<file path="config.mk">
export PLATFORM = sky130hd
export DESIGN_NAME = lcs_ram
export DESIGN_NICKNAME = d
export VERILOG_FILES = /design/src/hdl/lcs_ram.sv
export SDC_FILE = /design/constraint.sdc
export NUM_CORES = 2
export LEC_CHECK = 0
export CAP_MARGIN = 20
export CELL_PAD_IN_SITES_DETAIL_PLACEMENT = 1
export CELL_PAD_IN_SITES_GLOBAL_PLACEMENT = 1
export CORE_ASPECT_RATIO = 1.5
export CORE_MARGIN = 2
export CORE_UTILIZATION = 60
export DETAILED_ROUTE_END_ITERATION = 8
export DONT_BUFFER_PORTS = 1
export PLACE_DENSITY = 0.94
export SYNTH_ARGS = -nofsm -noshare
export SYNTH_HDL_FRONTEND = slang
export SYNTH_SLANG_ARGS = --single-unit
export TNS_END_PERCENT = 1
</file>
<file path="constraint.sdc">
create_clock -name clk -period 6.2 [get_ports clk]
set_clock_uncertainty 0.05 [all_clocks]
set_input_delay 1.24 -clock clk [delete_from_list [all_inputs] [get_ports clk]]
set_output_delay 1.24 -clock clk [all_outputs]
set_load 0.01 [all_outputs]
</file>
<file path="src/hdl/lcs_ram.sv">
// Generic single-write, single-read RAM with a registered read port.
// Stand-alone; no package needed.
module lcs_ram #(
  parameter int DATA_W = 8,
  parameter int DEPTH  = 256,
  parameter int ADDR_W = $clog2(DEPTH)
) (
  input  logic              clk,
  input  logic              wr_en,
  input  logic [ADDR_W-1:0] wr_addr,
  input  logic [DATA_W-1:0] wr_data,
  input  logic              rd_en,
  input  logic [ADDR_W-1:0] rd_addr,
  output logic [DATA_W-1:0] rd_data
);

  logic [DATA_W-1:0] mem [DEPTH];
  logic [DATA_W-1:0] rd_data_r;

  // Write port.
  always_ff @(posedge clk) begin
    if (wr_en) begin
      mem[wr_addr] <= wr_data;
    end
  end

  // Registered read port; data holds while rd_en is low.
  always_ff @(posedge clk) begin
    if (rd_en) begin
      rd_data_r <= mem[rd_addr];
    end
  end

  assign rd_data = rd_data_r;

endmodule

</file>
==> flow_metrics.tcl <==
set metrics [dict create \
    status "complete, but fails checks" \
    violations "slew limit" \
    num_rows 163 \
    min_period_ps 5720 \
    critPathLaunch "rd_addr[0]" \
    finalMaxSlewViolations 261 \
    port_buffers 0 \
    viasPerCell 7.81 \
    end_kind "register" \
    path_depth 5 \
    yosys_warnings 0 \
    drv_cap 0 \
    power_frac_seq_pct 55.1 \
    cp.required_ps 6670 \
    rsz0062_at_grt "no" \
    avgSynthCellArea_um2 21.3 \
    synth_nets 3760 \
    grt_pass1_vias 44500 \
    fin_setup_tns_ps 0 \
    worstPathCellList "mux4_2 > o311ai_0 > o22ai_1 > nor4_1 > nor4_2" \
    final_cell_area_um2 86500 \
    multiInputGateArea_um2 16500 \
    synth_edf_count 2056 \
    netlist_instances 3733 \
    vias 43700 \
    path_clk_slew_ps 70 \
    nets 3752 \
    final_cell_mix "2056 x edfxtp_1, 454 x mux4_2, 279 x nor2_1" \
    ys.flop_type "edfxtp_1" \
    hp-class "primary input to register" \
    die-area_um2 136000 \
    layout_commonest_cell "edfxtp_1" \
    worstPathArrival_ps 6190 \
    area_delta_synth_final_pct 8.66 \
    ff_latch_area_um2 61700 \
    synth_cell_type_count 54 \
    stdcell_count 5602 \
    synth.yosys.seq_area_share_pct 77.5 \
    die_h_um 450 \
    grt_use_total_pct 38.3 \
    yosysTopAreaCell "edfxtp_1" \
    die_width_um 301 \
    antenna_left 0 \
    dp_cells 5276 \
    clk_path_buf_depth 3 \
    n_fill_cell 10200 \
    holdBufCountCts 0 \
    htree_levels 4 \
    finalCritPeriodShare_pct 92.2 \
    avgRoutedWirePerCell_um 45.5 \
    netlist_top_cells_area "edfxtp_1 78%, mux4_2 13%, mux2i_1 1.7%" \
    p_comb_share_pct 3.5 \
    placed_area_um2 80700 \
    fmax_mhz 175 \
    grt_pass1_wl_um 359000 \
    fin_hold_ws_ps 473 \
    cts_buffers 172 \
    synth_top_area_share_pct 77.5 \
    crit_slowest_cell "mux4_2" \
    total_power_w 0.0279 \
    r2r-start "mem[233][6]" \
    setup_violations 0 \
    max_slew_margin_pct -119 \
    globalRouteOverflowTotal 0 \
    total_leakage_power_nw 26.3 \
    power.internal_w 0.0219 \
    cts_tree "built" \
    crit_fanout 578 \
    pwr-share-clk_pct 41.4 \
    synth-async-reset-ratio_pct 0 \
    cts_sinks 2056 \
    critical-path-top-delay-family "multiplexers" \
    drc 0 \
    postRouteWirelength_um 255000 \
    hold_viol 0 \
    cts-root-buf "clkbuf_16" \
    slowest_delay_ps 1560 \
    start_kind "primary input" \
    clock_latency_ps 840 \
    grt_max_degree 579 \
    switching_share_pct 21.3 \
    antenna_found_initial 8 \
    vdd_drop_max_uv 310 \
    p_sw_w 0.00593 \
    crit_buf_inv 0 \
    drtIter0Drc 8555 \
    critPathKind "primary input to register" \
    core-area_um2 132000 \
    dr.pass1.iters 8 \
    tightest_slew_ps 3290 \
    cts_setup_buffers 0 \
    hold_path_depth 0 \
    synth_seq_cells 2056 \
    cts_resized 0 \
    r2r_cells 5 \
    globalplace.congestion 0.883 \
    drive_gt1_share_pct 20.0 \
    start_util_pct 60.4 \
    io_pins 35 \
    syn_area_um2 79600 \
    hpwlAfterDp_um 127000 \
    worstHoldStart "rd_en" \
    cellPowerDensity_nw_per_um2 322 \
]
## per-layer routing
metal	share of wire, %	vias to the layer above	routed length [µm]	track usage, %
li1	-	15600	-	-
met1	31	22200	79300	48.0
met2	47	4656	120000	58.8
met3	13	1190	34200	11.4
met4	8.4	12	21300	24.4
met5	0.036	-	93	0
## final cells by class
type	instances	share of cell area, %
sequential	2056	71.3
multi-input combinational	1442	19.1
clock buffer	210	5.38
tap	1732	2.50
clock inverter	103	1.20
timing repair buffer	51	0.442
antenna	6	0.0174
inverter	2	0.00868
## registers in the layout (all words and copies together), names as in the netlist
register  count
mem        2048
rd_data       8
## power by group through the flow
stage          Clock (W)  Sequential, W  Combinational [W]
3_3_place_gp           0         0.0156           0.000805
3_5_place_dp           0         0.0156           0.000851
2_1_floorplan          0         0.0156           0.000744
4_1_cts           0.0115         0.0153           0.000909
6_report          0.0115         0.0154           0.000983
5_1_grt           0.0118         0.0153           0.000947
## through the flow
step                      worst slack [ps]  util [%]
after CTS                             2340      65.6
after detailed placement              1850      61.3
final                                  483      65.7
after global placement                1700      61.3
after floorplan                       2830         -
after global routing                  2050      65.7
## cells by family (layout without fill, tap and decap cells)
family / Yosys count / count (layout) / synth area share, %
mux: 591 / 591 / 14.6
flops: 2056 / 2056 / 77.5
other cells: 0 / 6 / 0
buf+inv: 235 / 366 / 1.83
compound gates: 385 / 385 / 3.42
simple gates: 466 / 466 / 2.63
## cells in the mapped netlist (all sizes together) (2+ instances only)
library cell / instances
clkbuf: 111
nand2: 33
and2: 6
buf: 122
o32ai: 5
a311oi: 2
a22o: 8
a2111oi: 5
o221ai: 47
or2: 4
nor2: 282
o21ai: 12
nor3: 22
and3b: 2
nand2b: 8
o211ai: 10
nand3: 34
o22ai: 28
edfxtp: 2056
a22oi: 133
mux4: 456
nor2b: 31
mux2i: 134
a21oi: 96
nor4: 27
a31oi: 2
nand4: 10
o22a: 5
nand3b: 2
a211oi: 16
a221oi: 14
## path summary, 6_finish.rpt
kind,slack [ps],endpoint
hold / removal,470,rd_data[5]
setup reg to reg,2930,rd_data[6]
setup / recovery,480,rd_data[6]
hold reg to reg,1280,rd_data[2]
No activity file was read; power rests on OpenSTA's default activity.
