`config.mk`:
```
export PLATFORM = sky130hd
export DESIGN_NAME = lcs_cfg
export DESIGN_NICKNAME = d
export VERILOG_FILES = /design/src/hdl/lcs_pkg.sv /design/src/hdl/lcs_cfg.sv
export SDC_FILE = /design/constraint.sdc
export NUM_CORES = 1
export LEC_CHECK = 0
export BUFFER_PORTS_ARGS = -buffer_cell sky130_fd_sc_hd__buf_2
export CORE_MARGIN = 2
export CORE_UTILIZATION = 35
export CTS_BUF_LIST = sky130_fd_sc_hd__clkbuf_2 sky130_fd_sc_hd__clkbuf_4 sky130_fd_sc_hd__clkbuf_8
export CTS_CLUSTER_SIZE = 16
export DETAILED_ROUTE_END_ITERATION = 10
export GPL_TIMING_DRIVEN = 0
export PLACE_DENSITY = 0.71
export SYNTH_ARGS = -nofsm -noshare
export SYNTH_HDL_FRONTEND = slang
export SYNTH_SLANG_ARGS = --single-unit
```
`constraint.sdc`:
```
create_clock -name clk -period 1.3 [get_ports clk]
set_clock_uncertainty 0.2 [all_clocks]
set_input_delay 0.13 -clock clk [delete_from_list [all_inputs] [get_ports clk]]
set_output_delay 0.13 -clock clk [all_outputs]
set_load 0.03 [all_outputs]
```
`src/hdl/lcs_pkg.sv`:
```
// Shared types and constants of the Laplacian cross sharpening block.
// Used by every module in hdl/ except lcs_ram; depends on nothing else.
package lcs_pkg;

  // Field and register widths.
  localparam int PIX_W       = 8;
  localparam int MAX_WIDTH   = 2048;
  localparam int COL_W       = $clog2(MAX_WIDTH);
  localparam int ROW_W       = 16;
  localparam int CFG_WIDTH_W = 12;
  localparam int APB_DATA_W  = 32;
  localparam int APB_ADDR_W  = 3;

  // One line buffer entry holds the row above and the row two above.
  localparam int LINE_W = 2 * PIX_W;

  // Register indexes, selected by paddr[2].
  localparam logic REG_WIDTH  = 1'b0;
  localparam logic REG_HEIGHT = 1'b1;

  // Register reset values and limits.
  localparam logic [CFG_WIDTH_W-1:0] WIDTH_RESET  = CFG_WIDTH_W'(640);
  localparam logic [ROW_W-1:0]       HEIGHT_RESET = ROW_W'(480);
  localparam logic [CFG_WIDTH_W-1:0] WIDTH_MIN    = CFG_WIDTH_W'(3);
  localparam logic [CFG_WIDTH_W-1:0] WIDTH_MAX    = CFG_WIDTH_W'(MAX_WIDTH);
  localparam logic [ROW_W-1:0]       HEIGHT_MIN   = ROW_W'(3);

  // Frame geometry as programmed.
  typedef struct packed {
    logic [CFG_WIDTH_W-1:0] width;
    logic [ROW_W-1:0]       height;
  } cfg_t;

  // One accepted pixel with its position and the flags the kernel needs.
  typedef struct packed {
    logic [PIX_W-1:0] pix;
    logic [COL_W-1:0] col;
    logic [ROW_W-1:0] row;
    logic             has_out;
    logic             border;
    logic             last_row;
    logic             row_end;
  } item_t;

endpackage

```
`src/hdl/lcs_cfg.sv`:
```
// APB-style register file holding the frame width and height.
// Depends on lcs_pkg.
module lcs_cfg (
  input  logic                            clk,
  input  logic                            rst_n,
  input  logic                            psel,
  input  logic                            penable,
  input  logic                            pwrite,
  input  logic [lcs_pkg::APB_ADDR_W-1:0]  paddr,
  input  logic [lcs_pkg::APB_DATA_W-1:0]  pwdata,
  output logic [lcs_pkg::APB_DATA_W-1:0]  prdata,
  output logic                            pready,
  output lcs_pkg::cfg_t                   cfg
);

  logic [lcs_pkg::CFG_WIDTH_W-1:0] width_r;
  logic [lcs_pkg::ROW_W-1:0]       height_r;
  logic                            wr_txn;

  assign pready = 1'b1;
  assign wr_txn = psel & penable & pwrite;

  // Register writes complete in the access phase of a write transaction.
  always_ff @(posedge clk) begin
    if (!rst_n) begin
      width_r  <= lcs_pkg::WIDTH_RESET;
      height_r <= lcs_pkg::HEIGHT_RESET;
    end else if (wr_txn) begin
      unique case (paddr[2])
        lcs_pkg::REG_WIDTH:  width_r  <= pwdata[lcs_pkg::CFG_WIDTH_W-1:0];
        lcs_pkg::REG_HEIGHT: height_r <= pwdata[lcs_pkg::ROW_W-1:0];
      endcase
    end
  end

  // Read data mux.
  always_comb begin
    unique case (paddr[2])
      lcs_pkg::REG_WIDTH:  prdata = lcs_pkg::APB_DATA_W'(width_r);
      lcs_pkg::REG_HEIGHT: prdata = lcs_pkg::APB_DATA_W'(height_r);
    endcase
  end

  assign cfg.width  = width_r;
  assign cfg.height = height_r;

endmodule

```
==> out/metrics.yaml <==
worst_setup_path:
  crit_chain: "mux2_4 > buf_6"
  cp.required_ns: 0.97
  worstSetupPathType: "register to primary output"
  max_stage_delay_ns: 0.33
  cp_max_fo: 3
  cp.arrival_ns: 1.02
  reg2reg_slack_ns: 0.35
  cp-end-kind: "primary output"
  crit_path_start_kind: "register"
  slowest_stage: "dfxtp_2"
sta:
  finalWorstSetupSlack_ns: -0.0521
  max_freq_mhz: 740
  fin_crit_ns: 1.35
  worst_pin_slew_ns: 0.501
  setup_viol: 12
  rsz0062_at_grt: "yes"
  period_share: 1.04
  final-hold-violation-count: 0
  slew_headroom: 0.666
  hold_ws_ns: 0.0457
  final_max_slew_viol_count: 0
drt:
  via_count: 1384
  drt-pass1-iter-count: 4
  routed_wl_mm: 3.88
  drt_iter0_drc: 38
  routedWlPerCell_um: 12.2
  vias_per_cell: 4.34
  ant_nets: 0
  drc: 0
hold_path:
  hp-class: "primary input to register"
power_and_ir_drop:
  leakagePower_nw: 1.20
  p_total_w: 0.00189
  powerDensity_mw_per_mm2: 788
  vdd_drop_max_uv: 651
clock_tree:
  h-tree-depth: 1
  path_clk_slew_ns: 0.09
  cts_tree: "done"
  root_buffer: "clkbuf_8"
  cts.path.max_buffers: 2
  numCtsBuffers: 3
  clk_latency_ns: 0.27
  cts.sinks: 28
floorplan:
  initial_core_util: 0.361
  die_height_um: 68.0
  die-area_mm2: 0.00462
  row_count: 23
  boundaryPins: 101
  fp.dieW_um: 68.0
  coreArea_mm2: 0.00397
layout:
  nets: 310
  antenna_cells: 0
  layout.cells.most_common: "buf_2"
  area_growth_pct: 67.2
  drive_gt1_frac: 0.558
  final_cell_mix: "49 x buf_2, 39 x buf_4, 37 x nand2_1"
synthesis:
  synth_cell_type_count: 14
  yosysSeqAreaShare: 0.391
  ys_seq_elements: 28
  syn_inst: 152
  synth_area_mm2: 0.00143
  synth_top_cell_by_area: "dfxtp_1"
  yosysWarnings: 0
  syn_area_per_cell_um2: 9.43
  synthTopCellsByArea: "dfxtp_1 39%, mux2i_1 20%, buf_4 10%, nand2_1 9.7%, mux2_2 9.4%"
  yosysTopAreaCellShare: 0.391
global_routing:
  grt.total_usage: 0.174
  antenna_found_initial: 0
  grt_pass1_vias: 1337
  grt_max_degree: 16
  grt_pass1_wl_mm: 5.95
  grt_overflow: 0
placement:
  globalplace.congestion: 0.659
  place_ws_ns: -0.130
  hpwl_mm: 2.39
  port_buffers: 63
flow_run:
  drv_cap: 0
outcome:
  status: "complete, but fails checks"
  violations: "setup timing"
per-stage QoR:
stage / utilization / cell area (um2) / TNS, ns / std cells
CTS: 0.595 / 2360 / -0.548 / 318
detailed placement: 0.470 / 1870 / -0.926 / 280
floorplan: - / 1490 / 0 / 167
global placement: 0.470 / 1870 / -0.759 / 280
finish: 0.603 / 2400 / -0.464 / 319
global route: 0.603 / 2400 / -0.876 / 319
what timing repair did:
item | CTS | global route
gates resized for setup | 58 | 13
endpoints found under the hold margin | 28 | 0
hold buffers | 16 | 0
endpoints found under the setup margin | 12 | 16
buffers inserted | 18 | 1
report_power, final:
group          internal, W  switching, W  leakage [nW]
registers         0.000879     0.0000115         0.235
clock network     0.000271      0.000261        0.0288
logic             0.000211      0.000255         0.936
total              0.00136      0.000528          1.20
metal layers:
metal	vias up	wire (um)	track usage
li1	696	-	-
met1	622	1490	0.173
met2	62	2100	0.353
met3	4	261	0.0411
met4	0	35	0.0400
met5	-	0	0
worst max-delay path, delay by kind of cell, from the launching register on:
kind / cells / cell delay [ns]
buf+inv: 1 / 0.14
flops: 1 / 0.33
mux: 1 / 0.28
synth_stat cells (all sizes together):
library cell and n:
nor2b 11, clkbuf 3, mux2 12, and4 1, and4b 1, and2 4
buf 24, dfxtp 28, nand2 37, conb 2, nand4 1, mux2i 28
worst paths after layout:
kind / startpoint / end / cells after the start
hold / removal: rst_n / width_r[9]$_SDFFE_PN1P_ / 3
hold reg to reg: height_r[10]$_SDFFE_PN0P_ / height_r[10]$_SDFFE_PN0P_ / 2
setup / recovery: width_r[10]$_SDFFE_PN0P_ / prdata[10] / 2
setup reg to reg: width_r[7]$_SDFFE_PN1P_ / width_r[7]$_SDFFE_PN1P_ / 3
flip-flops by register name (all words and copies together) (netlist names):
signal	cells
height_r	16
width_r	12
cell families (layout without fill, tap and decap cells):
kind of cell	after synthesis	in the layout	share of synthesized area
flops	28	28	0.391
other cells	2	17	0.00524
mux	40	40	0.290
buf+inv	27	129	0.134
simple gates	55	55	0.180
cell type report:
class | count | area (um2)
tap | 50 | 62.6
fill | 370 | 1580
buffer | 27 | 198
multi-input combinational | 112 | 782
sequential | 28 | 596
timing repair buffer | 98 | 703
clock buffer | 4 | 55.1
No activity file was read; power rests on OpenSTA's default activity.
