File: src/hdl/lcs_pkg.sv
// Shared types and constants of the Laplacian cross sharpening block.
// Used by every module in hdl/ except lcs_ram; depends on nothing else.
package lcs_pkg;

  // Field and register widths.
  localparam int PIX_W       = 8;
  localparam int MAX_WIDTH   = 2048;
  localparam int COL_W       = $clog2(MAX_WIDTH);
  localparam int ROW_W       = 16;
  localparam int CFG_WIDTH_W = 12;
  localparam int APB_DATA_W  = 32;
  localparam int APB_ADDR_W  = 3;

  // One line buffer entry holds the row above and the row two above.
  localparam int LINE_W = 2 * PIX_W;

  // Register indexes, selected by paddr[2].
  localparam logic REG_WIDTH  = 1'b0;
  localparam logic REG_HEIGHT = 1'b1;

  // Register reset values and limits.
  localparam logic [CFG_WIDTH_W-1:0] WIDTH_RESET  = CFG_WIDTH_W'(640);
  localparam logic [ROW_W-1:0]       HEIGHT_RESET = ROW_W'(480);
  localparam logic [CFG_WIDTH_W-1:0] WIDTH_MIN    = CFG_WIDTH_W'(3);
  localparam logic [CFG_WIDTH_W-1:0] WIDTH_MAX    = CFG_WIDTH_W'(MAX_WIDTH);
  localparam logic [ROW_W-1:0]       HEIGHT_MIN   = ROW_W'(3);

  // Frame geometry as programmed.
  typedef struct packed {
    logic [CFG_WIDTH_W-1:0] width;
    logic [ROW_W-1:0]       height;
  } cfg_t;

  // One accepted pixel with its position and the flags the kernel needs.
  typedef struct packed {
    logic [PIX_W-1:0] pix;
    logic [COL_W-1:0] col;
    logic [ROW_W-1:0] row;
    logic             has_out;
    logic             border;
    logic             last_row;
    logic             row_end;
  } item_t;

endpackage

File: src/hdl/lcs_kernel.sv
// Cross kernel, clamp and output register, plus the line buffer write.
// Issues up to two results per pixel, none in row 0. Depends on lcs_pkg.
module lcs_kernel (
  input  logic                          clk,
  input  logic                          rst_n,
  input  logic                          s1_valid,
  input  lcs_pkg::item_t                s1_item,
  output logic                          leave,
  input  logic [lcs_pkg::LINE_W-1:0]    rd_data,
  output logic                          wr_en,
  output logic [lcs_pkg::COL_W-1:0]     wr_addr,
  output logic [lcs_pkg::LINE_W-1:0]    wr_data,
  output logic                          out_valid,
  input  logic                          out_stall,
  output logic [lcs_pkg::PIX_W-1:0]     out_pixel,
  output logic [lcs_pkg::ROW_W-1:0]     out_row,
  output logic [lcs_pkg::COL_W-1:0]     out_column,
  output logic                          out_frame_last
);

  logic [lcs_pkg::LINE_W-1:0] cur_r;
  logic [lcs_pkg::PIX_W-1:0]  left_r;
  logic                       second_r, second_nxt;
  logic                       out_valid_r;
  logic [lcs_pkg::PIX_W-1:0]  pix_r, pix_nxt;
  logic [lcs_pkg::ROW_W-1:0]  row_r, row_nxt;
  logic [lcs_pkg::COL_W-1:0]  col_r;
  logic                       last_r, last_nxt;
  logic [lcs_pkg::PIX_W-1:0]  centre, up, right;
  logic [10:0]                gain_sum;
  logic [9:0]                 neigh_sum;
  logic signed [11:0]         lap;
  logic [lcs_pkg::PIX_W-1:0]  sharp;
  logic                       out_load, emit;

  // Window: cur_r holds the entry of this column, rd_data the one to its
  // right, left_r the centre of the previous column.
  assign centre = cur_r[lcs_pkg::LINE_W-1:lcs_pkg::PIX_W];
  assign up     = cur_r[lcs_pkg::PIX_W-1:0];
  assign right  = rd_data[lcs_pkg::LINE_W-1:lcs_pkg::PIX_W];

  // 5 * centre minus the four neighbors, clamped to 0..255.
  always_comb begin
    gain_sum  = {1'b0, centre, 2'b00} + 11'(centre);
    neigh_sum = 10'(up) + 10'(left_r) + 10'(right) + 10'(s1_item.pix);
    lap       = $signed({1'b0, gain_sum}) - $signed({2'b00, neigh_sum});
    if (lap[11]) begin
      sharp = '0;
    end else if (lap[10:8] != 3'b000) begin
      sharp = '1;
    end else begin
      sharp = lap[7:0];
    end
  end

  // Handshake: a last-row pixel issues a second, zero result next.
  assign out_load = ~out_valid_r | ~out_stall;
  assign emit     = s1_valid & s1_item.has_out & out_load;
  assign leave    = s1_valid & (~s1_item.has_out |
                                (out_load & (~s1_item.last_row | second_r)));
  assign second_nxt = emit ? (~second_r & s1_item.last_row) : second_r;

  // Result payload selection.
  always_comb begin
    if (second_r) begin
      pix_nxt  = '0;
      row_nxt  = s1_item.row;
      last_nxt = s1_item.row_end;
    end else begin
      pix_nxt  = s1_item.border ? '0 : sharp;
      row_nxt  = s1_item.row - lcs_pkg::ROW_W'(1);
      last_nxt = 1'b0;
    end
  end

  always_ff @(posedge clk) begin
    if (!rst_n) begin
      out_valid_r <= 1'b0;
      second_r    <= 1'b0;
    end else begin
      second_r <= second_nxt;
      if (out_load) begin
        out_valid_r <= emit;
      end
    end
  end

  always_ff @(posedge clk) begin
    if (emit) begin
      pix_r  <= pix_nxt;
      row_r  <= row_nxt;
      col_r  <= s1_item.col;
      last_r <= last_nxt;
    end
  end

  // Slide the window when the pixel leaves the stage.
  always_ff @(posedge clk) begin
    if (leave) begin
      cur_r  <= rd_data;
      left_r <= centre;
    end
  end

  // Line buffer update: new pixel above, old row above moves down.
  assign wr_en   = leave;
  assign wr_addr = s1_item.col;
  assign wr_data = {s1_item.pix, centre};

  assign out_valid      = out_valid_r;
  assign out_pixel      = pix_r;
  assign out_row        = row_r;
  assign out_column     = col_r;
  assign out_frame_last = last_r;

endmodule

File: config.mk
export PLATFORM = sky130hd
export DESIGN_NAME = lcs_kernel
export DESIGN_NICKNAME = d
export VERILOG_FILES = /design/src/hdl/lcs_pkg.sv /design/src/hdl/lcs_kernel.sv
export SDC_FILE = /design/constraint.sdc
export NUM_CORES = 1
export LEC_CHECK = 0
export ABC_AREA = 1
export BUFFER_PORTS_ARGS = -buffer_cell sky130_fd_sc_hd__buf_2
export CELL_PAD_IN_SITES_DETAIL_PLACEMENT = 0
export CELL_PAD_IN_SITES_GLOBAL_PLACEMENT = 1
export CORE_MARGIN = 4
export CORE_UTILIZATION = 40
export CTS_CLUSTER_DIAMETER = 120
export DETAILED_ROUTE_END_ITERATION = 10
export GPL_ROUTABILITY_DRIVEN = 0
export PLACE_DENSITY = 0.89
export RECOVER_POWER = 50
export SLEW_MARGIN = 20
export SYNTH_ARGS = -nofsm -noshare
export SYNTH_HDL_FRONTEND = slang
export SYNTH_SLANG_ARGS = --single-unit
File: constraint.sdc
create_clock -name clk -period 5.4 [get_ports clk]
set_input_delay 1.08 -clock clk [delete_from_list [all_inputs] [get_ports clk]]
set_output_delay 1.08 -clock clk [all_outputs]
set_load 0.1 [all_outputs]
==> summary.md <==
| Metric | Value |
|---|---|
| Outcome | finished, final reports clean |
| Startpoint types | input pin |
| Yosys cell types | 31 |
| Min-delay worst type | reg2reg |
| Drt first pass iters | 4 |
| Final core occ | 48.90% |
| Crit. End Element | output pin |
| Die outline width | 108.5 um |
| Sequential fraction of the synthesis area | 45.59% |
| Crit Path Max Fanout | 26 |
| Period utilization | 79.81% |
| RSZ-0062 raised after global routing | false |
| Hold buffers post-CTS | 0 |
| Most frequent CP cell | buf_2 |
| Largest net degree at the start of global routing | 27 |
| Hold wc startpoint | cur_r[12] |
| Mapped Cells | 376 |
| FF-to-FF End | out_pixel[4] |
| Yosys synthesis warning count | 0 |
| Nets@finish | 589 |
| # fillers | 974 |
| Worst vdd ir | 150.3 uV |
| Area Overhead vs Synth | 18.86% |
| Slew Viols, Final | 0 |
| Simple-gate share of the synthesized area | 12.79% |
| Die Ht | 108.5 um |
| Core ar. | 9819 um2 |
| Number of synthesized flops with an enable pin | 60 |
| Final Hold Fails | 0 |
| Die footprint | 11770 um2 |
| Post-Synth XOR/XNOR Area | 4.552% |
| Crit Path Class | in2out |
| Net count after synthesis | 481 |
| Compound-cell area share of the yosys netlist | 2.880% |
| Antenna-violating nets left | 0 |
| Setup Fix Bufs, Post-CTS | 0 |
| Yosys reg bits | 62 |
| Required time of the critical path | 4.32 ns |
| Worst slew pin tran | 1.448 ns |
| Vias per cell | 4.275 |
| CP Cell Sequence | buf_2 > inv_1 > or2_2 > nand2_1 > a21boi_0 > clkbuf_1 > buf_2 |
| Global-route wire length before repair | 12590 um |
| Site row count | 36 |
| Antenna violations before repair | 0 |
| Post-synthesis cell area | 4040 um2 |
| Synth Area in Adders | 19.82% |
| Global route total overflow | 0 |
| Clock Skews | 0.01050 ns |
| Worst Hold Slack | 0.4709 ns |
| Register area | 1842 um2 |
| Via count | 2659 |
| Slowest stage cell, crit path | clkbuf_1 |
| Fmax achieved | 0.2320 GHz |
| Pleak | 2.337 nW |
| Main combinational cell family by area after synthesis | adder cells |
| H-Tree Depth | 3 |
| PortBufs | 124 |
| Data arrival time of the critical path | 3.23 ns |
| Setup slack, reg-to-reg | 1.70 ns |
| Latest clock arrival within the worst-skew pair | 0.35 ns |
| Sink Count | 62 |
| Reg2reg start | cur_r[10] |
| Routed Wire Length | 7743 um |
| Routed len/inst | 12.45 um |
| Crit path time final | 4.310 ns |
| GRT Resource Usage Total | 13.93% |
| Share of layout cells above drive strength 1 | 27.61% |
| Clk buf depth | 2 |
| End of the worst hold path | left_r[4] |
| Ys async rst share | 0% |
| TNS Setup | 0 ns |
| Initial drt markers | 121 |
| CP Buf/Inv Count | 4 |
| Initial Util | 41.14% |
| Hold Crit Depth | 0 |
| Maximum Capacitance Violations | 0 |
| Clock-pin transition on the worst setup and hold timing paths | 0.07 ns |
| Vias in the first global route | 2778 |
| Post-DP HPWL | 6275 um |
| Syn avg cell area | 10.75 um2 |
| Worst path top cell family by delay | buffers and inverters |
| Critical path's largest stage delay | 1.07 ns |
| Final Cell Area | 4802 um2 |
| CTS resizes | 0 |
| Top_reg_cell synth | edfxtp_1 |
| Post-synthesis mux area share | 0.2478% |
| Endpoints failing setup | 0 |
| Total Power | 0.002052 W |
| I/O pin total | 125 |
| DRC viols | 0 |
| Multi-input gate area | 1599 um2 |
| Root buf cell | clkbuf_8 |
| CTS tree | yes |
| Number of diodes | 0 |
| Headroom to the max-slew limit | 3.487% |
| Placed Area | 4656 um2 |
| Pwr/cell area | 427.3 nW/um2 |
| CTS buffer count | 9 |
| Reg2Reg Depth | 16 |
flip-flops by register name, summed over array words and instances (netlist names):
name            flops
cur_r              16
out_row            16
out_column         11
left_r              8
out_pixel           8
out_frame_last      1
out_valid           1
second_r            1
per-layer routing:
metal	vias up	routed length, um	global-route usage, %
met3	11	396	3.761
met4	0	132	6.132
met2	54	3968	23.61
met1	1236	3245	16.58
met5	-	0	0
li1	1358	-	-
synth_stat cells (all sizes together) (3+ instances only):
cell type   n  area, um2
nand4       3      18.77
ha         16      200.2
buf        29      221.5
inv        93      349.1
nand3      11      65.06
edfxtp     60       1802
nand2      59      246.5
nor2       21      115.1
xnor2       8      70.07
nor3        3      15.01
a21boi      3      22.52
a21oi      14      70.07
fa         30      600.6
xor2       13      113.9
worst register-to-register path: stages (launching register included):
cell	delay, ns
edfxtp_1	0.41
inv_1	0.09
fa_1	0.53
inv_1	0.05
fa_1	0.48
inv_1	0.05
fa_1	0.52
inv_1	0.04
ha_1	0.34
a21oi_1	0.24
nand2_1	0.09
nand2_1	0.08
nand3_1	0.07
nand2_1	0.08
nand3_2	0.08
nor2_4	0.18
a21oi_1	0.11
worst max path at each step:
stage / startpoint / to / slack [ns] / depth (start not counted)
after floorplan: s1_item[1] / wr_en / 0.98 / 5
after global placement: s1_item[32] / out_pixel[0] / 0.97 / 16
after detailed placement: s1_item[32] / out_pixel[4] / 0.90 / 16
after CTS: s1_item[32] / out_pixel[4] / 1.27 / 16
after global routing: s1_item[1] / wr_en / 0.88 / 7
final: s1_item[1] / wr_en / 1.09 / 7
cell usage in the layout, fill, tap and decap left out, drive strengths merged, types with 8 or more instances in the layout:
cell type | synthesis | layout
a21oi | 14 | 14
buf | 29 | 108
clkbuf | 0 | 28
edfxtp | 60 | 60
fa | 30 | 30
ha | 16 | 16
inv | 93 | 93
nand2 | 59 | 59
nand3 | 11 | 11
nor2 | 21 | 21
xnor2 | 8 | 8
xor2 | 13 | 13
metrics by stage:
| step | std cells | worst slack (ns) |
|---|---|---|
| global placement | 605 | 0.9714 |
| finish | 622 | 1.090 |
| CTS | 622 | 1.269 |
| detailed placement | 606 | 0.9041 |
| global route | 622 | 0.8803 |
| floorplan | 376 | 0.9813 |
power by group:
| group | switching [W] | leakage (nW) | internal [W] |
|---|---|---|---|
| clock | 0.000190 | 0.114 | 0.000306 |
| combinational | 0.000668 | 1.64 | 0.000307 |
| sequential | 0.0000128 | 0.583 | 0.000569 |
| total | 0.000871 | 2.34 | 0.00118 |
cells by family after synthesis:
kind of cell | count (synthesis)
AO/OA/AOI/OAI | 21
XOR/XNOR | 21
adder cells (fa/ha/maj) | 46
buffers and inverters | 122
flip-flops | 62
multiplexers | 1
AND/OR/NAND/NOR | 103
cell type report:
cell class                      count  area share [%]
Tap cell                          133           3.465
Clock buffer                       10           2.658
Inverter                           93           7.269
Clock inverter                      6           2.293
Sequential cell                    62           38.35
Multi-Input combinational cell    192           33.30
Timing Repair Buffer              126           12.66
Power figures use the tool's default switching activity.
