===== src/hdl/lcs_pkg.sv =====
// Shared types and constants of the Laplacian cross sharpening block.
// Used by every module in hdl/ except lcs_ram; depends on nothing else.
package lcs_pkg;

  // Field and register widths.
  localparam int PIX_W       = 8;
  localparam int MAX_WIDTH   = 2048;
  localparam int COL_W       = $clog2(MAX_WIDTH);
  localparam int ROW_W       = 16;
  localparam int CFG_WIDTH_W = 12;
  localparam int APB_DATA_W  = 32;
  localparam int APB_ADDR_W  = 3;

  // One line buffer entry holds the row above and the row two above.
  localparam int LINE_W = 2 * PIX_W;

  // Register indexes, selected by paddr[2].
  localparam logic REG_WIDTH  = 1'b0;
  localparam logic REG_HEIGHT = 1'b1;

  // Register reset values and limits.
  localparam logic [CFG_WIDTH_W-1:0] WIDTH_RESET  = CFG_WIDTH_W'(640);
  localparam logic [ROW_W-1:0]       HEIGHT_RESET = ROW_W'(480);
  localparam logic [CFG_WIDTH_W-1:0] WIDTH_MIN    = CFG_WIDTH_W'(3);
  localparam logic [CFG_WIDTH_W-1:0] WIDTH_MAX    = CFG_WIDTH_W'(MAX_WIDTH);
  localparam logic [ROW_W-1:0]       HEIGHT_MIN   = ROW_W'(3);

  // Frame geometry as programmed.
  typedef struct packed {
    logic [CFG_WIDTH_W-1:0] width;
    logic [ROW_W-1:0]       height;
  } cfg_t;

  // One accepted pixel with its position and the flags the kernel needs.
  typedef struct packed {
    logic [PIX_W-1:0] pix;
    logic [COL_W-1:0] col;
    logic [ROW_W-1:0] row;
    logic             has_out;
    logic             border;
    logic             last_row;
    logic             row_end;
  } item_t;

endpackage


===== src/hdl/lcs_scan.sv =====
// Raster scan front end: row and column counters, input stage register
// and line buffer read address. Depends on lcs_pkg.
module lcs_scan (
  input  logic                          clk,
  input  logic                          rst_n,
  input  lcs_pkg::cfg_t                 cfg,
  input  logic                          in_valid,
  input  logic [lcs_pkg::PIX_W-1:0]     in_pixel,
  output logic                          in_stall,
  input  logic                          leave,
  output logic                          s1_valid,
  output lcs_pkg::item_t                s1_item,
  output logic                          rd_en,
  output logic [lcs_pkg::COL_W-1:0]     rd_addr
);

  logic [lcs_pkg::COL_W-1:0]       col_r, col_nxt;
  logic [lcs_pkg::ROW_W-1:0]       row_r, row_nxt;
  logic                            s1_valid_r, s1_valid_nxt;
  lcs_pkg::item_t                  s1_item_r;
  logic [lcs_pkg::CFG_WIDTH_W-1:0] width_use, width_last;
  logic [lcs_pkg::ROW_W-1:0]       height_use, height_last;
  logic                            accept, row_end, last_row;
  lcs_pkg::item_t                  item;

  // Frame geometry in use: width limited to 3..MAX_WIDTH, height to at least 3.
  always_comb begin
    width_use = cfg.width;
    if (cfg.width < lcs_pkg::WIDTH_MIN) begin
      width_use = lcs_pkg::WIDTH_MIN;
    end else if (cfg.width > lcs_pkg::WIDTH_MAX) begin
      width_use = lcs_pkg::WIDTH_MAX;
    end
    height_use = (cfg.height < lcs_pkg::HEIGHT_MIN) ? lcs_pkg::HEIGHT_MIN : cfg.height;
    width_last  = width_use - lcs_pkg::CFG_WIDTH_W'(1);
    height_last = height_use - lcs_pkg::ROW_W'(1);
  end

  assign row_end  = lcs_pkg::CFG_WIDTH_W'(col_r) >= width_last;
  assign last_row = row_r >= height_last;

  // The stage takes a new transaction when it is empty or its current one leaves.
  assign in_stall = s1_valid_r & ~leave;
  assign accept   = in_valid & ~in_stall;

  // Prefetch the entry the next pixel of the row will need; a row end
  // prefetches column zero for the start of the next row.
  assign rd_en   = accept;
  assign rd_addr = row_end ? '0 : col_r + lcs_pkg::COL_W'(1);

  // Describe the accepted pixel.
  always_comb begin
    item.pix      = in_pixel;
    item.col      = col_r;
    item.row      = row_r;
    item.has_out  = (row_r != '0);
    item.border   = (row_r == lcs_pkg::ROW_W'(1)) || (col_r == '0) || row_end;
    item.last_row = last_row;
    item.row_end  = row_end;
  end

  // Counter and stage valid next state.
  always_comb begin
    col_nxt      = col_r;
    row_nxt      = row_r;
    s1_valid_nxt = s1_valid_r;
    if (accept) begin
      s1_valid_nxt = 1'b1;
      if (row_end) begin
        col_nxt = '0;
        row_nxt = last_row ? '0 : row_r + lcs_pkg::ROW_W'(1);
      end else begin
        col_nxt = col_r + lcs_pkg::COL_W'(1);
      end
    end else if (leave) begin
      s1_valid_nxt = 1'b0;
    end
  end

  always_ff @(posedge clk) begin
    if (!rst_n) begin
      col_r      <= '0;
      row_r      <= '0;
      s1_valid_r <= 1'b0;
    end else begin
      col_r      <= col_nxt;
      row_r      <= row_nxt;
      s1_valid_r <= s1_valid_nxt;
    end
  end

  // Input stage payload.
  always_ff @(posedge clk) begin
    if (accept) begin
      s1_item_r <= item;
    end
  end

  assign s1_valid = s1_valid_r;
  assign s1_item  = s1_item_r;

endmodule


===== config.mk =====
export PLATFORM = sky130hd
export DESIGN_NAME = lcs_scan
export DESIGN_NICKNAME = d
export VERILOG_FILES = /design/src/hdl/lcs_pkg.sv /design/src/hdl/lcs_scan.sv
export SDC_FILE = /design/constraint.sdc
export NUM_CORES = 1
export LEC_CHECK = 0
export ABC_AREA = 1
export BUFFER_PORTS_ARGS = -buffer_cell sky130_fd_sc_hd__buf_2
export CORE_MARGIN = 5
export CORE_UTILIZATION = 38
export DETAILED_ROUTE_END_ITERATION = 8
export GPL_ROUTABILITY_DRIVEN = 0
export PLACE_DENSITY = 0.64
export SYNTH_ARGS = -nofsm -noshare
export SYNTH_HDL_FRONTEND = slang
export SYNTH_SLANG_ARGS = --single-unit

===== constraint.sdc =====
create_clock -name clk -period 5.3 [get_ports clk]
set_clock_uncertainty 0.1 [all_clocks]
set_input_delay 0.265 -clock clk [delete_from_list [all_inputs] [get_ports clk]]
set_output_delay 0.265 -clock clk [all_outputs]
set_load 0.005 [all_outputs]

==> results of run 1 <==
## sequential cells by signal, summed over array words and instances (netlist names)
register,cells
col_r,11
row_r,16
s1_item,39
s1_valid,1
## stage by stage
stage | total power [mW] | hold WS (ns) | utilization (%)
2_1_floorplan | 0.7699 | 0.2639 | -
3_3_place_gp | 0.8485 | 0.3424 | 44.02
3_5_place_dp | 0.8562 | 0.3437 | 44.02
4_1_cts | 1.435 | 0.004351 | 46.69
5_1_grt | 1.495 | 0.01147 | 46.69
6_report | 1.418 | 0.02113 | 46.69
## per-layer routing
metal	track usage, %	share of wire, %	up-vias
met3	3.486	5.8	16
met1	20.88	48	1794
met4	5.576	1.7	0
met2	25.01	44	102
met5	0	0	-
li1	-	-	2087
## path summary, 6_finish.rpt
path                      end  slack (ns)
setup / recovery   rd_addr[8]        1.63
hold / removal    s1_item[38]        0.02
setup reg to reg     row_r[7]        2.83
hold reg to reg      s1_valid        0.38
## worst max-delay path: cells and delay by family
kind	cells	cell delay (ns)
simple gates	12	1.19
buf+inv	5	0.63
fa+ha+maj	2	0.57
compound gates	2	0.42
xor+xnor	1	0.18
## cells in the final DEF (no fill, tap or decap), types with 2 or more instances in the layout
cell type and count:
nand2_1 132, buf_2 92, nor2_1 71, inv_1 69, edfxtp_1 39, nand3_1 35, ha_1 34, a21oi_1 28
dfxtp_1 28, nand4_1 20, xor2_1 16, o21ai_0 14, clkbuf_16 9, inv_2 8, nand2_2 8, xnor2_1 8
nor3_1 7, nor2_2 5, a21oi_2 4, nand3_2 4, o21ai_1 4, nor2_4 3, a21o_1 3, nand3b_1 3
o21bai_1 2, or2_2 2, nor3_4 2, nand2_4 2, nor3_2 2, nor4_1 2, clkinv_1 2, clkinvlp_4 2
clkbuf_1 2, dlygate4sd3_1 2
## logic make-up (layout without fill, tap and decap cells)
logic type,count (synthesis),in the layout
AO/OA/AOI/OAI,59,59
XOR/XNOR,24,24
adder cells (fa/ha/maj),34,34
buffers and inverters,87,189
flip-flops,67,67
AND/OR/NAND/NOR,302,302
## power by group through the flow
stage	clock, mW	combinational, mW	sequential [mW]
after floorplan	0	0.156	0.614
after global placement	0	0.232	0.617
after detailed placement	0	0.237	0.619
after CTS	0.587	0.239	0.608
after global routing	0.610	0.272	0.612
final	0.573	0.236	0.608
## cell type report
class | instances | area [um^2]
Sequential cell | 67 | 1732
Tap cell | 143 | 178.9
Inverter | 78 | 292.8
Clock buffer | 11 | 232.7
Multi-Input combinational cell | 419 | 2399
Fill cell | 1133 | 6140
Timing Repair Buffer | 95 | 488.0
Clock inverter | 5 | 53.80
==> results.py, run 1 <==
metrics = {
    "synthesis": {
        "yosysTopAreaCell": "edfxtp_1",
        "synth_seq_cells": 67,
        "synth_warnings": 0,
        "synth_most_common_cell": "nand2_1",
        "synthTopCellsByArea": "edfxtp_1 (26%), dfxtp_1 (12%), nand2_1 (11%), ha_1 (9.5%), nor2_1 (5.9%)",
        "synthArstFlopShare_pct": 0,
        "yosys.area_share.simple_pct": 31.53,
        "synth_area_um2": 4488,
        "synthAdderAreaFrac_pct": 9.479,
        "syn_nets": 647,
        "synth_edf_count": 39,
        "yosysSeqAreaShare_pct": 38.58,
        "yosys-top-cells-count": "nand2_1 (132), nor2_1 (71), inv_1 (69)",
        "syn_area_per_cell_um2": 7.833,
        "synth_compound_area_share_pct": 7.750,
        "synth_top_area_share_pct": 26.09,
        "synth_top_family_by_area": "simple AND/OR/NAND/NOR gates",
        "muxShareOfSynthArea_pct": 0,
        "synth_top_flop_cell": "edfxtp_1",
        "synth-xor-area-share_pct": 4.684,
        "synthDistinctLibCells": 42,
        "synthCells": 573,
    },
    "global_route": {
        "grt_max_degree": 48,
        "grt_usage_pct": 15.65,
        "grt_overflow_total": 0,
        "antenna_found_initial": 0,
        "grt_pass1_vias": 3893,
        "grt_first_pass_wirelength_um": 18410,
    },
    "timing": {
        "fin_setup_tns_ns": 0,
        "setup_viol": 0,
        "finalCritPeriodShare_pct": 69.24,
        "hold_viol_final": 0,
        "relSlewSlack_pct": 54.75,
        "rsz0062_at_grt": "no",
        "slew_violations": 0,
        "setup_ws_ns": 1.630,
        "period_needed_ns": 3.670,
        "fmax_mhz": 272.5,
        "worst_pin_slew_ns": 0.6772,
    },
    "placed_design": {
        "place_hpwl_um": 8338,
        "port_buffers": 92,
        "place_area_um2": 5070,
        "dp.cells": 800,
        "pre_cts_ws_ns": 1.632,
    },
    "final_layout": {
        "diodes": 0,
        "finalInstanceArea_um2": 5376,
        "layout.cells.non_filler": 818,
        "syn_to_final_growth_pct": 19.79,
        "final_net_count": 744,
        "layout-drive-gt1-share_pct": 22.07,
    },
    "critical_path": {
        "ff2ff_path_depth": 9,
        "max_stage_delay_ns": 0.31,
        "r2r_start": "s1_valid",
        "path_cells": "buf_2, nor2_1, nand2_1, nor2_2, nand2_2, nand2_4, a21oi_4, ha_1, o21a_1, nand4_1, xor2_1, inv_1, ha_1, nand2_1, nor2_2, and2_1, nand2_2, nand4_4, inv_2, nand3_1, inv_1, buf_2",
        "cp.arrival_ns": 3.30,
        "critPathLaunch": "cfg[21]",
        "cp_slowest_cell": "ha_1",
        "cp_data_required_time_ns": 4.93,
        "cp-end-kind": "primary output",
        "crit_fanout": 17,
        "critPathLaunchType": "input pin",
        "worstSetupPathType": "input pin to primary output",
    },
    "worst_hold_path": {
        "hold_path_class": "input pin to flip-flop",
        "hold_start": "in_pixel[7]",
        "min_path_cells": 1,
    },
    "route": {
        "dr.pass1.iters": 5,
        "first_iter_violations": 243,
        "drc": 0,
        "antenna_left": 0,
        "via_per_inst": 4.889,
        "routed_wl_um": 10680,
        "drt-wirelength-per-cell_um": 13.06,
        "num_vias": 3999,
    },
    "clocking": {
        "cts.sinks": 67,
        "cts_resized": 0,
        "cts_hold_buf": 2,
        "cts_max_path_buffers": 2,
        "postCtsSetupBuffers": 0,
        "path_clk_slew_ns": 0.05,
        "root_buffer": "clkbuf_16",
        "htree_levels": 3,
        "cts_tree": "built",
        "clock_latency_ns": 0.33,
        "cts_made_buffers": 9,
    },
    "floorplan": {
        "io_pins": 93,
        "die_w_um": 118.7,
        "dieHeight_um": 118.7,
        "die-area_um2": 14080,
        "initial_utilization_pct": 38.97,
        "num_rows": 39,
        "core_um2": 11520,
    },
    "pwr": {
        "ir_worst_vdd_uv": 215.9,
        "sw_frac_of_total_pct": 26.83,
        "power.share.clock_pct": 40.4,
        "p_int_mw": 1.037,
        "power_density_nw_per_um2": 263.7,
        "p_sw_mw": 0.3804,
        "p_leak_nw": 2.577,
        "p_seq_share_pct": 42.9,
        "comb_power_share_pct": 16.7,
    },
    "job": {
        "drv_cap": 0,
    },
    "status": {
        "outcome": "completed",
    },
}
No activity file was read; power rests on OpenSTA's default activity.
==> inputs of run 2 (changes only) <==
--- a/config.mk
+++ b/config.mk
@@ -11,7 +11,7 @@
 export CORE_UTILIZATION = 38
 export DETAILED_ROUTE_END_ITERATION = 8
 export GPL_ROUTABILITY_DRIVEN = 0
-export PLACE_DENSITY = 0.64
+export PLACE_DENSITY = 0.66
 export SYNTH_ARGS = -nofsm -noshare
 export SYNTH_HDL_FRONTEND = slang
 export SYNTH_SLANG_ARGS = --single-unit
==> constraint.sdc (replaced) <==
create_clock -name clk -period 3.34 [get_ports clk]
set_clock_uncertainty 0.1 [all_clocks]
set_input_delay 0.167 -clock clk [delete_from_list [all_inputs] [get_ports clk]]
set_output_delay 0.167 -clock clk [all_outputs]
set_load 0.005 [all_outputs]
==> run 2 against run 1 <==
Clock-buffer cell count did not move. Sequential cell count did not move. Setup slack got worse by 1.4 ns. Power rose by 65%. Sequential share of layout area fell by 0.99 points. Combinational power rose by 67%. Critical endpoint is now rd_addr[9].
==> results.py, run 2 (same netlist as run 1, synthesis figures left out) <==
metrics = {
    "placed_design": {
        "place_hpwl_um": 8558,
        "dp.cells": 807,
        "port_buffers": 92,
    },
    "floorplan": {
        "num_rows": 39,
        "die_w_um": 118.7,
        "initial_utilization_pct": 38.97,
        "dieHeight_um": 118.7,
        "core_um2": 11520,
        "die-area_um2": 14080,
        "io_pins": 93,
    },
    "timing": {
        "fin_setup_tns_ns": 0,
        "setup_viol": 0,
        "period_needed_ns": 3.097,
        "finalCritPeriodShare_pct": 92.74,
        "relSlewSlack_pct": 72.37,
        "worst_pin_slew_ns": 0.4107,
        "slew_violations": 0,
        "fmax_mhz": 322.8,
        "hold_viol_final": 0,
    },
    "worst_hold_path": {
        "min_path_cells": 3,
        "hold_end": "s1_valid",
        "hold_start": "in_valid",
        "hold_path_class": "input pin to flip-flop",
    },
    "final_layout": {
        "layout.cells.non_filler": 832,
        "final_common_cell": "nand2_1",
        "diodes": 0,
        "layout-drive-gt1-share_pct": 22.93,
        "most-common-layout-cells": "nand2_1 (132), buf_2 (92), nor2_1 (71)",
        "largest_reg_flops": 39,
        "final_net_count": 758,
        "syn_to_final_growth_pct": 23.59,
    },
    "critical_path": {
        "crit_fanout": 14,
        "max_stage_delay_ns": 0.28,
        "cp_slowest_cell": "or2_1",
        "path_cells": "buf_2, nor2_2, nand2_1, nor2_1, nand2_2, nand2_8, a21oi_4, ha_4, o21a_1, nand4_1, xor2_1, inv_1, ha_1, nand2_1, nor2_2, and2_1, nand2_2, nand4_4, or2_1, inv_1, buf_2",
        "cp_data_required_time_ns": 3.07,
        "worstSetupPathType": "input pin to primary output",
        "ff2ff_setup_slack_ns": 1.24,
        "reg2reg_to": "row_r[10]",
        "ff2ff_path_depth": 11,
        "cp-end-kind": "primary output",
        "critPathLaunchType": "input pin",
        "r2r_start": "col_r[0]",
        "cp.arrival_ns": 2.83,
    },
    "global_route": {
        "antenna_found_initial": 0,
        "grt_usage_pct": 15.77,
        "grt_pass1_vias": 3898,
        "grt_overflow_total": 0,
        "grt_max_degree": 35,
        "grt_first_pass_wirelength_um": 18350,
    },
    "pwr": {
        "ir_worst_vdd_uv": 281.0,
        "p_leak_nw": 2.659,
        "power_density_nw_per_um2": 420.7,
    },
    "clocking": {
        "cts_tree": "built",
        "root_buffer": "clkbuf_16",
        "cts.sinks": 67,
        "path_clk_slew_ns": 0.05,
        "cts_made_buffers": 9,
        "htree_levels": 3,
        "clock_latency_ns": 0.33,
        "cts_max_path_buffers": 2,
    },
    "status": {
        "outcome": "completed",
    },
    "route": {
        "num_vias": 4101,
        "dr.pass1.iters": 5,
        "via_per_inst": 4.929,
        "drc": 0,
        "antenna_left": 0,
        "first_iter_violations": 176,
        "routed_wl_um": 10870,
        "drt-wirelength-per-cell_um": 13.06,
    },
    "job": {
        "drv_cap": 0,
    },
}
run 2: what timing repair did:
item,CTS,global route
endpoints found under the setup margin,0,11
gates resized for setup,0,4
buffers inserted,0,0
hold buffers,9,0
endpoints found under the hold margin,9,0
run 2: metal layers:
metal	GRT usage, %	up-vias	share of wire [%]
li1	-	2113	-
met1	21.24	1837	46
met2	25.29	139	46
met3	3.391	12	7.0
met4	5.141	0	1.4
met5	0	-	0
run 2: stage by stage:
| step | util [%] | hold WS, ns | cell area (um^2) | setup WS (ns) | total power, mW |
|---|---|---|---|---|---|
| after detailed placement | 44.48 | 0.2458 | 5122 | 0.07548 | 1.364 |
| after global placement | 44.48 | 0.2438 | 5122 | 0.2011 | 1.352 |
| after CTS | 47.96 | 0.04321 | 5523 | 0.09459 | 2.357 |
| after global routing | 48.16 | 0.07783 | 5547 | -0.004093 | 2.464 |
| final | 48.16 | 0.05202 | 5547 | 0.2426 | 2.334 |
| after floorplan | - | 0.1659 | 4488 | 0.4341 | 1.222 |
run 2: worst max-delay path: cells and delay by family:
family / cells / cell delay [ns]
and+or+nand+nor: 12 / 1.48
adders and majority gates: 2 / 0.45
buffers and inverters: 4 / 0.35
AOI/OAI and AO/OA: 2 / 0.23
xor gates and xnor gates: 1 / 0.14
run 2: cell type report:
cell class                      instances  area (um^2)
Fill cell                            1122         5969
Multi-Input combinational cell        419         2420
Sequential cell                        67         1732
Timing Repair Buffer                  109        610.6
Inverter                               78        295.3
Clock buffer                           11        232.7
Tap cell                              143        178.9
Clock inverter                          5        77.57
run 2: how the worst max path moves through the flow:
| stage | startpoint | to | cells past startpoint |
|---|---|---|---|
| after detailed placement | cfg[19] | row_r[10] | 23 |
| after CTS | cfg[19] | rd_addr[5] | 22 |
| after global routing | cfg[19] | rd_addr[5] | 22 |
| final | cfg[19] | rd_addr[9] | 21 |
| after floorplan | cfg[19] | s1_item[2] | 21 |
| after global placement | cfg[19] | rd_addr[3] | 22 |
run 2: where the power goes:
| group | total [mW] | switching, mW | internal [mW] |
|---|---|---|---|
| clock | 0.975 | 0.325 | 0.650 |
| sequential | 0.963 | 0.0356 | 0.928 |
| combinational | 0.395 | 0.237 | 0.158 |
==> inputs of run 3 (changes only) <==
--- a/config.mk
+++ b/config.mk
@@ -5,13 +5,13 @@
 export SDC_FILE = /design/constraint.sdc
 export NUM_CORES = 1
 export LEC_CHECK = 0
-export ABC_AREA = 1
 export BUFFER_PORTS_ARGS = -buffer_cell sky130_fd_sc_hd__buf_2
 export CORE_MARGIN = 5
-export CORE_UTILIZATION = 38
+export CORE_UTILIZATION = 49
 export DETAILED_ROUTE_END_ITERATION = 8
 export GPL_ROUTABILITY_DRIVEN = 0
-export PLACE_DENSITY = 0.66
+export MAX_ROUTING_LAYER = met4
+export PLACE_DENSITY = 0.82
 export SYNTH_ARGS = -nofsm -noshare
 export SYNTH_HDL_FRONTEND = slang
 export SYNTH_SLANG_ARGS = --single-unit
==> run 3 against run 2 <==
The run now ends with negative setup slack left. Sequential share of layout area up 0.54 points. Sequential cell count unchanged. Synthesized cell count is 30% lower. Clock power decreased by 24%. Clock-buffer cell count fell by 2. Routed wire length fell by 3.5%. Cell count down 21%. Die area fell by 29%. Non-clock buffer count grew 38. Setup slack worse by 0.31 ns. Via count decreased by 9.0%. Largest cell class unchanged.
==> results.py, run 3 <==
metrics = {
    "placed_design": {
        "place_hpwl_um": 7321,
        "dp.cells": 626,
        "port_buffers": 92,
        "pre_cts_ws_ns": -0.3276,
    },
    "synthesis": {
        "syn_area_per_cell_um2": 9.972,
        "synth_warnings": 0,
        "synthCells": 401,
        "synth_top_flop_cell": "edfxtp_1",
        "yosys-top-cells-count": "nor2_1 (43), edfxtp_1 (39), ha_1 (34)",
        "synth_most_common_cell": "nor2_1",
        "yosysTopAreaCell": "edfxtp_1",
        "synth_seq_cells": 67,
        "syn_nets": 475,
        "synth_top_area_share_pct": 29.29,
        "synthDistinctLibCells": 61,
        "yosysSeqAreaShare_pct": 43.30,
        "synthArstFlopShare_pct": 0,
        "synth_area_um2": 3999,
        "synth_edf_count": 39,
        "synthTopCellsByArea": "edfxtp_1 (29%), dfxtp_1 (14%), ha_1 (11%), xnor2_1 (6.4%), nor2_1 (4.0%)",
    },
    "pwr": {
        "ir_worst_vdd_uv": 267.4,
        "power_density_nw_per_um2": 348.4,
        "p_leak_nw": 2.359,
        "power.total_mw": 1.899,
    },
    "floorplan": {
        "initial_utilization_pct": 49.41,
        "dieHeight_um": 100.3,
        "num_rows": 33,
        "die_w_um": 100.3,
        "die-area_um2": 10070,
        "io_pins": 93,
        "core_um2": 8093,
    },
    "global_route": {
        "grt_first_pass_wirelength_um": 16440,
        "antenna_found_initial": 0,
        "grt_max_degree": 29,
        "grt_usage_pct": 20.94,
        "grt_pass1_vias": 3525,
        "grt_overflow_total": 0,
    },
    "worst_hold_path": {
        "hold_path_class": "input pin to flip-flop",
        "hold_end": "s1_valid",
        "min_path_cells": 3,
        "hold_start": "leave",
    },
    "critical_path": {
        "cp_data_required_time_ns": 3.07,
        "reg2reg_to": "col_r[4]",
        "cp.arrival_ns": 3.14,
        "critPathLaunchType": "input pin",
        "ff2ff_path_depth": 10,
        "ff2ff_setup_slack_ns": 0.68,
        "worstSetupPathType": "input pin to primary output",
        "cp-end-kind": "primary output",
        "crit_fanout": 4,
        "r2r_start": "col_r[2]",
    },
    "route": {
        "drt-wirelength-per-cell_um": 15.87,
        "num_vias": 3733,
        "first_iter_violations": 306,
        "dr.pass1.iters": 5,
        "via_per_inst": 5.648,
        "antenna_left": 0,
        "routed_wl_um": 10490,
        "drc": 0,
    },
    "status": {
        "outcome": "finished with violations",
        "violations": "negative setup slack",
    },
    "timing": {
        "hold_viol_final": 0,
        "relSlewSlack_pct": 55.35,
        "fin_setup_tns_ns": -0.2535,
        "setup_ws_ns": -0.06328,
        "slew_violations": 0,
        "rsz0062_at_grt": "yes",
        "period_needed_ns": 3.403,
        "fmax_mhz": 293.8,
        "worst_pin_slew_ns": 0.6652,
        "finalCritPeriodShare_pct": 101.9,
        "setup_viol": 6,
    },
    "clocking": {
        "cts.sinks": 67,
        "htree_levels": 3,
        "cts_tree": "built",
        "cts_max_path_buffers": 2,
        "root_buffer": "clkbuf_8",
        "clock_latency_ns": 0.35,
        "path_clk_slew_ns": 0.07,
        "cts_made_buffers": 9,
    },
    "final_layout": {
        "syn_to_final_growth_pct": 36.33,
        "most-common-layout-cells": "buf_2 (91), buf_4 (43), edfxtp_1 (39)",
        "diodes": 0,
        "final_net_count": 625,
        "final.fill_count": 597,
        "layout.cells.non_filler": 661,
        "layout-drive-gt1-share_pct": 35.97,
        "largest_reg_flops": 39,
        "final_common_cell": "buf_2",
    },
    "job": {
        "drv_cap": 0,
    },
}
[run 3: cell types whose count changed after synthesis, moves of 13 or more]
cell     previous run  this run
nand2_1           132        25
inv_1              69         9
nor2_1             71        43
nand3_1            35        12
xnor2_1             8        29
a21oi_1            28        11
nand4_1            20         7
[run 3: what timing repair did]
item | 4_1_cts | 5_1_grt
hold endpoints to repair | 9 | 0
cloned | 1 | 1
setup buffers | 8 | 0
endpoints found under the setup margin | 11 | 32
hold buffers | 9 | 0
gates resized for setup | 18 | 23
pin swaps | 8 | 7
[run 3: final cells by class]
cell class | instances | area [um^2] | share of cell area, %
Clock buffer | 9 | 123.9 | 2.272
Clock inverter | 7 | 102.6 | 1.882
Inverter | 10 | 40.04 | 0.7345
Multi-Input combinational cell | 315 | 2392 | 43.88
Sequential cell | 67 | 1732 | 31.76
Tap cell | 105 | 131.4 | 2.410
Timing Repair Buffer | 147 | 922.1 | 16.92
Timing Repair inverter | 1 | 7.507 | 0.1377
[run 3: worst max-delay path by stage]
stage,cells past startpoint,from,to
2_1_floorplan,16,cfg[14],row_r[13]
3_3_place_gp,16,cfg[21],row_r[12]
3_5_place_dp,16,cfg[21],row_r[10]
4_1_cts,16,cfg[21],rd_addr[0]
5_1_grt,17,cfg[20],rd_addr[1]
6_report,17,cfg[21],rd_addr[1]
[run 3: worst max-delay path: stages]
cell      delay (ns)
buf_6           0.09
or4_4           0.52
and4bb_4        0.38
buf_6           0.11
buf_4           0.11
a21o_1          0.15
inv_2           0.07
nand2_2         0.08
o211ai_1        0.12
ha_1            0.29
and4_1          0.19
o21ai_2         0.08
o21ai_2         0.21
o21ai_4         0.13
buf_4           0.16
and2_1          0.14
buf_2           0.12
[run 3: kinds of logic after synthesis]
logic type	after synthesis	synth area share, %
simple gates	168	23.28
compound gates	74	12.36
flops	67	43.30
xor+xnor	36	7.885
fa+ha+maj	34	10.64
buf+inv	20	2.034
mux	2	0.5006
[run 3: power by group]
group	switching (mW)	internal (mW)
logic	0.128	0.118
clock network	0.319	0.425
registers	0.00921	0.900
total	0.456	1.44
[run 3: metrics by stage]
step | util (%) | cell area [um^2] | hold slack [ns]
2_1_floorplan | - | 4030 | 0.1659
3_3_place_gp | 60.19 | 4871 | 0.2434
3_5_place_dp | 60.19 | 4871 | 0.2454
4_1_cts | 65.92 | 5335 | 0.07462
5_1_grt | 67.36 | 5451 | 0.1161
6_report | 67.36 | 5451 | 0.1059
[run 3: per-layer routing]
metal / up-vias / track usage (%) / routed length [um]
li1: 1800 / - / -
met1: 1766 / 24.70 / 4256
met2: 150 / 36.54 / 5357
met3: 17 / 3.544 / 671
met4: 0 / 6.321 / 204
met5: - / - / 0
